### config.mk
export PLATFORM = sky130hd
export DESIGN_NAME = ffha_ram
export DESIGN_NICKNAME = d
export VERILOG_FILES = /design/src/ffha_ram.sv
export SDC_FILE = /design/constraint.sdc
export NUM_CORES = 1
export LEC_CHECK = 0
export ABC_AREA = 1
export BUFFER_PORTS_ARGS = -buffer_cell sky130_fd_sc_hd__buf_4
export CORE_MARGIN = 2
export CORE_UTILIZATION = 51
export CTS_CLUSTER_DIAMETER = 50
export DETAILED_ROUTE_END_ITERATION = 6
export PLACE_DENSITY = 0.7
export SLEW_MARGIN = 10
export SYNTH_ARGS = -nofsm -noshare
export SYNTH_HDL_FRONTEND = slang
export SYNTH_SLANG_ARGS = --single-unit
### constraint.sdc
create_clock -name aclk -period 1.3 [get_ports aclk]
set_input_delay 0 -clock aclk [delete_from_list [all_inputs] [get_ports aclk]]
set_output_delay 0 -clock aclk [all_outputs]
set_load 0.01 [all_outputs]
### src/ffha_ram.sv
`timescale 1ns / 1ps
`default_nettype none
// ----------------------------------------------------------------------------
// ffha_ram
// Generic single-port synchronous RAM with registered read.
// ----------------------------------------------------------------------------
module ffha_ram #(
    parameter int WIDTH = 8,
    parameter int DEPTH = 16
) (
    input  wire                     aclk,
    input  wire                     we,
    input  wire [$clog2(DEPTH)-1:0] addr,
    input  wire [WIDTH-1:0]         wdata,
    output logic [WIDTH-1:0]        rdata
);

    logic [WIDTH-1:0] mem [DEPTH];

    always_ff @(posedge aclk) begin
        if (we) begin
            mem[addr] <= wdata;
        end
        rdata <= mem[addr];
    end

endmodule
`default_nettype wire

# Yosys cells after proc, flatten, opt, wreduce, memory -nomap -nowiden
# Memory sizes are Yosys's and may differ from the RTL's. A register that Yosys moved wholly into a read port is not among the register bits.
# Index checks and enable logic that the tools add are counted.
# totals
ff_bits,0
ram_bits,128
inputBits,14
output_inout_bits,8
elab_cells,3
mem_count,1
# mem_list
memory,depth,width,rd,rd_ports_with_merged_regs,wr,line,rtl
mem,16,8,1,1,1,18,logic [WIDTH-1:0] mem [DEPTH];
# classes
mux,2
# op_table
cell,n
1-bit two-way mux,2

# Logic depth before layout (Yosys ltp)
# Gate-level depths: netlist (run 1).
# depth
word_depth,2
mapped_depth,11
mapped_depth_nobuf,9

# Worst setup path after synthesis (run 1)
# Ideal clock, no wire load.
# synth_path
path_kind,input-to-reg
from,input port addr[1]
to,memory mem[3][0] (enable)
setup_ns,0.370
t_arrival_ns,1.007
path_slack_ns,-0.077
path_stages,4
cell_sequence,buf_2 > clkbuf_1 > nand3_1 > nor2_1
# synth_lines
item,line,rtl
start: declaration,13,"input wire [$clog2(DEPTH)-1:0] addr,"
end: declaration,18,
# No word-level cell before the write port.

==> reports/results.txt, run 1 <==
Placed insts - 712
WL met2 - 5.67 mm
Sequential share of the synthesized area - 71.6%
TritonRoute pass-1 iters - 5
DIE AREA - 0.0118 mm2
Layout fillers - 845
Synth Warn # - 0
Setup Skew - 0.00959 ns
Antenna violations before repair - 0
Clock share of power - 44.7%
Clock Latency Late Sink - 0.52 ns
Final wirelength - 11.6 mm
Root buf cell - clkbuf_8
Initial core utilization - 51.8%
CORE AREA - 0.0108 mm2
Syn_area_per_cell - 10.2 um2
Status - complete, no violations
Internal Power - 0.00788 W
Distinct cell type count after synthesis - 11
CP max stage delay - 0.37 ns
Placed inst area - 0.00610 mm2
H-tree levels - 4
Crit path cell chain - nand2_1 -> nand2_1 -> nand2_1 -> nand2_1 -> nand2_1 -> nand2_1 -> inv_1 -> nand2_1
Number of synthesized register bits - 136
Final setup viols - 0
Worst-Margin Slew - 0.404 ns
Leakage power - 2.91 nW
Top Layer Used - met4
Reg power frac - 48.7%
WL met1 - 4.93 mm
Vias in the first global route - 3666
DRC Markers - 0
CP delay by family, top - simple AND/OR/NAND/NOR gates
Critical path's slowest cell - edfxtp_1
Area delta synth->final - 20.9%
Vias per std cell - 4.97
Crit-path most repeated cell - nand2_1
Worst Hold Slack - 0.0486 ns
Fin crit share - 77.8%
Io pins - 22
PwrDens - 1500 mW/mm2
First-pass GRT wire length - 18.6 mm
Critical path data required time - 1.71 ns
Critical Path End Type - flip-flop
Gr usage total - 21.8%
Multi-input logic area - 0.00141 mm2
Post-DRT Antenna Nets - 0
Slew headroom - 73.0%
Vias - 3738
Endpoints failing hold - 0
Final core occ - 62.6%
Clock Path Buffers - 2
Post-synth net total - 562
Sw Pwr - 0.00224 W
Die Wd - 109 um
Critical path buffers and inverters - 1
Reg clk slew, reported paths - 0.06 ns
DR WL/cell - 15.5 um
Setup bufs post-CTS - 0
Crit path kind - flip-flop to flip-flop
Post-synthesis cell area - 0.00559 mm2
Number of DRC markers in iteration 0 - 230
Cell area after layout - 0.00676 mm2
Chip height - 109 um
Logic pwr share - 6.6%
CP max FO - 1
Switching part of the total - 22.1%
Overflow after GRT - 0
RSZ-0062 raised after global routing - no
Min Tclk post-route - 1.01 ns
Setup crit start kind - flip-flop
Maximum vdd drop - 1.02 mV
Max cap viols - 0
Worst Path Arrival - 1.42 ns
Fin. max-slew vios - 0
Hold Crit Class - input port to flip-flop
Share of layout cells above drive strength 1 - 14.1%
Synthesized instance count - 548
Final Wtd Congestion - 0.850
Final #Nets - 613
ANT cells - 0
Seq. cell area - 0.00400 mm2
Largest net degree at the start of global routing - 37
CTS Buf Count - 17
Worst slack at placement - 0.0123 ns
Final worst slack - 0.288 ns
Layout Cells excl Fill - 752
CTS tree - yes
Detail Placement HPWL - 7.21 mm
Peak Freq - 0.988 GHz
Row count - 38
CTS Sinks - 136
Buffers on Ports - 21
WL met3 - 798 um
power groups by stage:
stage                     combinational (W)  clock (W)  sequential (W)
after floorplan                    0.000343          0         0.00503
after detailed placement           0.000642          0         0.00502
after global routing               0.000746    0.00478         0.00493
final                              0.000663    0.00453         0.00493
after CTS                          0.000665    0.00457         0.00493
after global placement             0.000632          0         0.00502
tightest hold or removal path: stages:
cell     delay [ns]
buf_4          0.10
nor2_1         0.06
buf_4          0.16
nand2_1        0.07
nand2_1        0.05
inv_1          0.05
nand2_1        0.04
per-stage QoR:
step	setup TNS [ns]	power (W)
3_3_place_gp	0	0.00565
2_1_floorplan	-4.29	0.00537
5_1_grt	0	0.0105
4_1_cts	0	0.0102
6_report	0	0.0101
3_5_place_dp	0	0.00566
layout make-up:
cell class,instances,share of cell area [%]
Tap cell,140,2.59
Sequential cell,136,59.2
Clock inverter,11,1.20
Clock buffer,21,7.44
Inverter,23,1.28
Timing Repair Buffer,53,7.48
Multi-Input combinational cell,368,20.8
flip-flops by register name (all words and copies together), names as in the netlist:
name	count
rdata	8
mem	128
Yosys cell counts (all sizes together):
library cell,instances,area share [%]
buf,18,1.9
clkbuf,3,0.20
clkinv,1,0.067
dfxtp,8,2.9
edfxtp,128,69
inv,22,1.5
nand2,346,23
nand3,4,0.36
nor2,18,1.2
cell usage in the layout (no fill, tap or decap):
cell             n
nor2_2           8
nand3_1          4
inv_2            1
inv_6            3
dfxtp_1          8
clkinv_1         1
buf_4           38
nand2_1        346
clkinv_2         3
clkbuf_16       19
nor2_1          10
dlygate4sd3_1    8
buf_12           7
inv_1           21
clkinv_4         2
edfxtp_1       128
clkbuf_8         2
clkinvlp_4       3
cell families after synthesis:
family / synth area share, %
buf+inv: 3.62
simple gates: 24.8
flops: 71.6
worst paths after layout:
path	from	to	slack (ns)	depth (start not counted)
worst min-delay path	addr[2]	rdata[1]	0.05	7
worst max-delay path	mem[4][4]	rdata[4]	0.29	8
worst max register to register	mem[4][4]	rdata[4]	0.29	8
worst min register to register	mem[3][1]	rdata[1]	0.72	8
metal layers:
metal	GRT usage [%]	vias to the layer above
li1	-	1853
met1	28.5	1731
met2	35.3	136
met3	5.02	18
met4	9.62	0
met5	0	-
what timing repair did:
item,in CTS,in global routing
endpoints found under the hold margin,128,0
gates resized for setup,0,0
hold buffers,8,0
(Power assumes the default switching activity.)
==> run 2: changes to the inputs <==
--- a/config.mk
+++ b/config.mk
@@ -11,7 +11,7 @@
 export CORE_UTILIZATION = 51
 export CTS_CLUSTER_DIAMETER = 50
 export DETAILED_ROUTE_END_ITERATION = 6
-export PLACE_DENSITY = 0.7
+export PLACE_DENSITY = 0.68
 export SLEW_MARGIN = 10
 export SYNTH_ARGS = -nofsm -noshare
 export SYNTH_HDL_FRONTEND = slang
==> constraint.sdc (replaced) <==
create_clock -name aclk -period 0.97 [get_ports aclk]
set_input_delay 0 -clock aclk [delete_from_list [all_inputs] [get_ports aclk]]
set_output_delay 0 -clock aclk [all_outputs]
set_load 0.01 [all_outputs]
==> run 2 against run 1 <==
  * The flow now finishes with violations (negative setup slack)
  * Sequential share of layout area fell by 3.1 points
  * Combinational power rose by 55%
  * Clock skew fell by 0.0020 ns
  * Wire length rose by 5.6%
  * Total power rose by 42%
  * Hold slack got worse by 0.020 ns
  * Count of clock-buffer cells in the layout did not move
  * Critical path depth did not move
  * Critical path type unchanged
  * Via count rose by 1.3%
  * Sequential power rose by 34%
  * Worst setup slack got worse by 0.31 ns
==> reports/results.txt, run 2 (synthesis results as in run 1) <==
Status - complete, but fails checks
Failing checks - negative setup slack
Worst slack at placement - -0.174 ns (-0.186 ns)
Final core occ - 66.2% (+3.6 points)
Critical path data required time - 1.39 ns (-0.32 ns)
Layout fillers - 771 (-8.8%)
Initial core utilization - 51.8% (unchanged)
Most frequent cells in the layout - 341 x nand2_1, 128 x edfxtp_1, 35 x buf_4
Setup Skew - 0.00757 ns (-0.00201 ns)
DIE AREA - 0.0118 mm2 (unchanged)
Sw Pwr - 0.00304 W (+36%)
CTS Sinks - 136 (unchanged)
Clock Path Buffers - 2 (unchanged)
Fin crit share - 103% (+25 points)
Setup bufs post-CTS - 0 (unchanged)
Number of DRC markers in iteration 0 - 168 (-27%)
Vias in the first global route - 3721 (+1.5%)
Share of layout cells above drive strength 1 - 20.0% (+5.9 points)
RSZ-0062 raised after global routing - yes
Reg clk slew, reported paths - 0.06 ns (about the same)
Vias per std cell - 4.98 (+0.19%)
Worst Path Arrival - 1.41 ns (about the same)
Worst-Margin Slew - 0.315 ns (-0.0887 ns)
Hold Crit Class - input port to flip-flop
Largest net degree at the start of global routing - 26 (-30%)
ANT cells - 0 (unchanged)
CORE AREA - 0.0108 mm2 (unchanged)
Most common cell after layout, fill and taps aside - nand2_1
Endpoints failing hold - 0 (unchanged)
Slew headroom - 79.0% (+5.9 points)
Switching part of the total - 21.1% (-1.0 points)
Post-DRT Antenna Nets - 0 (unchanged)
Setup crit start kind - flip-flop
Root buf cell - clkbuf_8
Top Registers - mem x128, rdata x8
Max cap viols - 0 (unchanged)
Row count - 38 (unchanged)
Sum of negative setup slack - -0.0277 ns (-0.0277 ns)
Max FFs per register - 128 (unchanged)
Final wirelength - 12.3 mm (+5.6%)
Reg with most FFs - mem
First-pass GRT wire length - 19.3 mm (+3.6%)
Seq. cell area - 0.00401 mm2 (+0.12%)
DRC Markers - 0 (unchanged)
H-tree levels - 4 (unchanged)
Peak Freq - 1.00 GHz (+1.6%)
Final Wtd Congestion - 0.849 (-0.12%)
Multi-input logic area - 0.00157 mm2 (+12%)
CTS Buf Count - 17 (unchanged)
Leakage power - 3.01 nW (+3.5%)
DR WL/cell - 16.2 um (+4.5%)
TritonRoute pass-1 iters - 4 (-1)
Chip height - 109 um (unchanged)
CP max FO - 1 (unchanged)
Logic pwr share - 7.2% (+0.6 points)
Fin. max-slew vios - 0 (unchanged)
Final setup viols - 2 (+2)
Final worst slack - -0.0259 ns (-0.314 ns)
Buffers on Ports - 21 (unchanged)
Reg power frac - 46.0% (-2.7 points)
Area delta synth->final - 27.8%
Vias - 3785 (+1.3%)
Io pins - 22 (unchanged)
Crit path kind - flip-flop to flip-flop
Clock Latency Late Sink - 0.52 ns (about the same)
Overflow after GRT - 0 (unchanged)
Gr usage total - 22.8% (+0.93 points)
Critical Path End Type - flip-flop
Min Tclk post-route - 0.996 ns (-0.0160 ns)
Clock share of power - 46.9% (+2.2 points)
Antenna violations before repair - 0 (unchanged)
Final #Nets - 621 (+1.3%)
CTS tree - yes
Internal Power - 0.0113 W (+44%)
PwrDens - 2010 mW/mm2 (+35%)
Die Wd - 109 um (unchanged)
Detail Placement HPWL - 7.84 mm (+8.8%)
Maximum vdd drop - 1.12 mV (+9.6%)
-- run 2: metal layers --
layer | wire, um | track usage (%) | share of wire, %
met3 | 524 | 4.24 | 4.3
met1 | 5230 | 28.9 | 43
met4 | 226 | 9.52 | 1.8
met5 | 0 | 0 | 0
met2 | 6320 | 38.6 | 51
-- run 2: cell type report --
type                       instances  share of cell area (%)
sequential                       136                    56.1
inverter                          23                    1.28
tap                              140                    2.45
multi-input combinational        368                    22.0
clock inverter                    11                    2.36
clock buffer                      21                    6.43
timing repair buffer              61                    9.35
-- run 2: timing repair --
action / 4_1_cts / 5_1_grt
gates resized for setup: 11 / 7
endpoints found under the hold margin: 128 / 0
pin swaps: 7 / 30
setup endpoints to repair: 8 / 13
cloned: 0 / 0
hold buffers: 8 / 0
-- run 2: critical path: stages (launching register included) --
cell and delay (ns):
edfxtp_1 0.36, nand2_1 0.08, nand2_1 0.07, nand2_1 0.08, nand2_1 0.07, nand2_1 0.07
nand2_2 0.07, inv_2 0.05, nand2_2 0.04
-- run 2: worst paths after layout --
path	from	endpoint	slack [ns]	depth (start not counted)
setup reg to reg	mem[0][1]	rdata[1]	-0.03	8
hold reg to reg	mem[13][6]	rdata[6]	0.68	8
hold / removal	addr[2]	rdata[4]	0.03	7
setup / recovery	mem[0][1]	rdata[1]	-0.03	8
-- run 2: metrics by stage --
stage / total power, W / hold slack, ns / instances / instance area (um2)
global route: 0.0148 / 0.0426 / 760 / 7150
floorplan: 0.00727 / 0.0989 / 548 / 5810
finish: 0.0144 / 0.0288 / 760 / 7150
detailed placement: 0.00771 / 0.351 / 720 / 6400
global placement: 0.00769 / 0.345 / 720 / 6400
CTS: 0.0145 / 0.0127 / 760 / 7140
-- run 2: power by group through the flow --
stage / clock, W / sequential [W] / combinational [W]
after floorplan: 0 / 0.00674 / 0.000529
final: 0.00674 / 0.00661 / 0.00103
after global routing: 0.00707 / 0.00662 / 0.00114
after global placement: 0 / 0.00673 / 0.000967
after CTS: 0.00681 / 0.00661 / 0.00103
after detailed placement: 0 / 0.00673 / 0.000981
==> run 3: changes to the inputs <==
--- a/config.mk
+++ b/config.mk
@@ -12,7 +12,7 @@
 export CTS_CLUSTER_DIAMETER = 50
 export DETAILED_ROUTE_END_ITERATION = 6
 export PLACE_DENSITY = 0.68
-export SLEW_MARGIN = 10
+export SLEW_MARGIN = 15
 export SYNTH_ARGS = -nofsm -noshare
 export SYNTH_HDL_FRONTEND = slang
 export SYNTH_SLANG_ARGS = --single-unit
==> constraint.sdc (replaced) <==
create_clock -name aclk -period 1.02 [get_ports aclk]
set_input_delay 0 -clock aclk [delete_from_list [all_inputs] [get_ports aclk]]
set_output_delay 0 -clock aclk [all_outputs]
set_load 0.01 [all_outputs]
==> run 3 against run 2 <==
  * The flow now finishes without violations
  * Combinational power shrank 10%
  * Design area fell by 4.1%
  * Sequential cell count unchanged
  * Critical endpoint unchanged
  * Via count down 1.7%
  * Count of clock-buffer cells in the layout fell by 2
  * Clock skew down 0.0045 ns
  * Worst setup slack improved by 0.036 ns
==> reports/results.txt, run 3 (synthesis results as in run 1) <==
Switching part of the total - 21.7% (+0.51 points)
Seq. cell area - 0.00401 mm2 (about the same)
Root buf cell - clkbuf_8
Chip height - 109 um (unchanged)
Maximum vdd drop - 1.34 mV (+20%)
Vias - 3720 (-1.7%)
Final worst slack - 0.0101 ns (+0.0360 ns)
TritonRoute pass-1 iters - 5 (+1)
CTS tree - yes
Min Tclk post-route - 1.01 ns (+0.0140 ns)
Clock Path Buffers - 2 (unchanged)
H-tree levels - 4 (unchanged)
DIE AREA - 0.0118 mm2 (unchanged)
CP max FO - 1 (unchanged)
Vias per std cell - 4.97 (-0.27%)
Clock share of power - 44.9% (-2.0 points)
Leakage power - 2.87 nW (-4.5%)
CTS Sinks - 136 (unchanged)
Number of DRC markers in iteration 0 - 264 (+57%)
Critical path buffers and inverters - 1 (unchanged)
Critical path's slowest cell - edfxtp_1
CORE AREA - 0.0108 mm2 (unchanged)
Share of layout cells above drive strength 1 - 17.2% (-2.8 points)
Multi-input logic area - 0.00158 mm2 (+0.48%)
Setup crit start kind - flip-flop
CP max stage delay - 0.39 ns (+0.03 ns)
Crit path kind - flip-flop to flip-flop
Sum of negative setup slack - 0 ns (+0.0277 ns)
Slew headroom - 77.0% (-2.0 points)
Final core occ - 63.5% (-2.7 points)
Most common cell after layout, fill and taps aside - nand2_1
Final #Nets - 610 (-1.8%)
Power, Total - 0.0131 W (-8.9%)
RSZ-0062 raised after global routing - yes
Max cap viols - 0 (unchanged)
Worst-Margin Slew - 0.345 ns (+0.0298 ns)
Final Wtd Congestion - 0.838 (-1.3%)
Reg-to-Reg Start - mem[14][1]
Crit path cell chain - nand2_1 -> nand2_1 -> nand2_1 -> nand2_1 -> nand2_1 -> nand2_1 -> inv_1 -> nand2_1
Hold Crit Class - input port to flip-flop
Fin. max-slew vios - 0 (unchanged)
DR WL/cell - 16.3 um (+0.62%)
DRC Markers - 0 (unchanged)
Most frequent cells in the layout - 338 x nand2_1, 128 x edfxtp_1, 40 x buf_4
PwrDens - 1910 mW/mm2 (-5.0%)
Initial core utilization - 51.8% (unchanged)
HP Start - addr[2]
Logic pwr share - 7.0% (-0.2 points)
Final wirelength - 12.2 mm (-0.84%)
Post-DRT Antenna Nets - 0 (unchanged)
Crit-path most repeated cell - nand2_1
Antenna violations before repair - 0 (unchanged)
Reg with most FFs - mem
Internal Power - 0.0103 W (-9.5%)
First-pass GRT wire length - 19.1 mm (-0.68%)
Reg clk slew, reported paths - 0.06 ns (about the same)
CTS Buf Count - 17 (unchanged)
Endpoints failing hold - 0 (unchanged)
Worst slack at placement - -0.137 ns (+0.0363 ns)
Area delta synth->final - 22.5%
Fin crit share - 99.0% (-3.7 points)
Clock Latency Late Sink - 0.52 ns (about the same)
Crit. Startpoint - mem[14][1]
Vias in the first global route - 3688 (-0.89%)
Detail Placement HPWL - 7.76 mm (-1.1%)
Sw Pwr - 0.00284 W (-6.7%)
Reg power frac - 48.0% (+2.0 points)
Io pins - 22 (unchanged)
Overflow after GRT - 0 (unchanged)
Status - complete, no violations
Setup Skew - 0.00306 ns (-0.00451 ns)
Layout fillers - 825 (+7.0%)
Peak Freq - 0.990 GHz (-1.4%)
Final setup viols - 0 (-2)
CP delay by family, top - simple AND/OR/NAND/NOR gates
Worst Path Arrival - 1.42 ns (about the same)
Die Wd - 109 um (unchanged)
Critical path data required time - 1.43 ns (+0.04 ns)
Largest net degree at the start of global routing - 33 (+27%)
Row count - 38 (unchanged)
Worst Hold Slack - 0.0251 ns (-0.00369 ns)
Critical Path End Type - flip-flop
Buffers on Ports - 21 (unchanged)
Top Registers - mem x128, rdata x8
Gr usage total - 22.5% (-0.31 points)
ANT cells - 0 (unchanged)
Max FFs per register - 128 (unchanged)
-- run 3: cell count changes in the layout (fill, tap and decap cells not counted), sizes merged --
cell    previous run  this run
buf               53        42
bufinv             4         3
clkbuf            21        19
clkinv             6         8
inv               23        24
-- run 3: timing repair --
action,in CTS,in global routing
hold buffers,8,0
resized for setup,2,11
pin swaps,0,21
endpoints found under the setup margin,2,10
hold endpoints to repair,128,0
buffers inserted,0,0
-- run 3: area by class of cell --
cell class / instances / share of cell area, %
multi-input combinational: 368 / 23.1
inverter: 23 / 1.33
clock buffer: 19 / 6.16
tap: 140 / 2.56
timing repair buffer: 50 / 6.14
sequential: 136 / 58.5
clock inverter: 13 / 2.23
-- run 3: through the flow --
stage	cell area, um2	instances
5_1_grt	6850	749
3_5_place_dp	6170	709
6_report	6850	749
3_3_place_gp	6170	709
2_1_floorplan	5790	548
4_1_cts	6830	749
-- run 3: power groups by stage --
stage	logic, W	clock network [W]	registers, W
final	0.000922	0.00589	0.00629
after global routing	0.00102	0.00616	0.00630
after CTS	0.000918	0.00593	0.00629
after detailed placement	0.000885	0	0.00641
after global placement	0.000873	0	0.00640
after floorplan	0.000494	0	0.00641
-- run 3: final timing paths --
kind	to	slack, ns	cells after the start
worst max-delay path	rdata[1]	0.01	8
worst min-delay path	rdata[5]	0.03	7
worst max register to register	rdata[1]	0.01	8
worst min register to register	rdata[6]	0.71	8
-- run 3: layer usage --
layer	track usage (%)	part of all wire (%)	wire length [um]
met5	0	0	0
met4	10.1	1.8	224
met3	4.12	6.3	771
met2	35.0	47	5700
met1	31.1	45	5500
-- run 3: tightest hold or removal path, cell delays in order --
cell     delay [ns]
buf_4          0.11
nor2_2         0.04
buf_4          0.15
nand2_1        0.07
nand2_1        0.05
inv_1          0.04
nand2_1        0.04
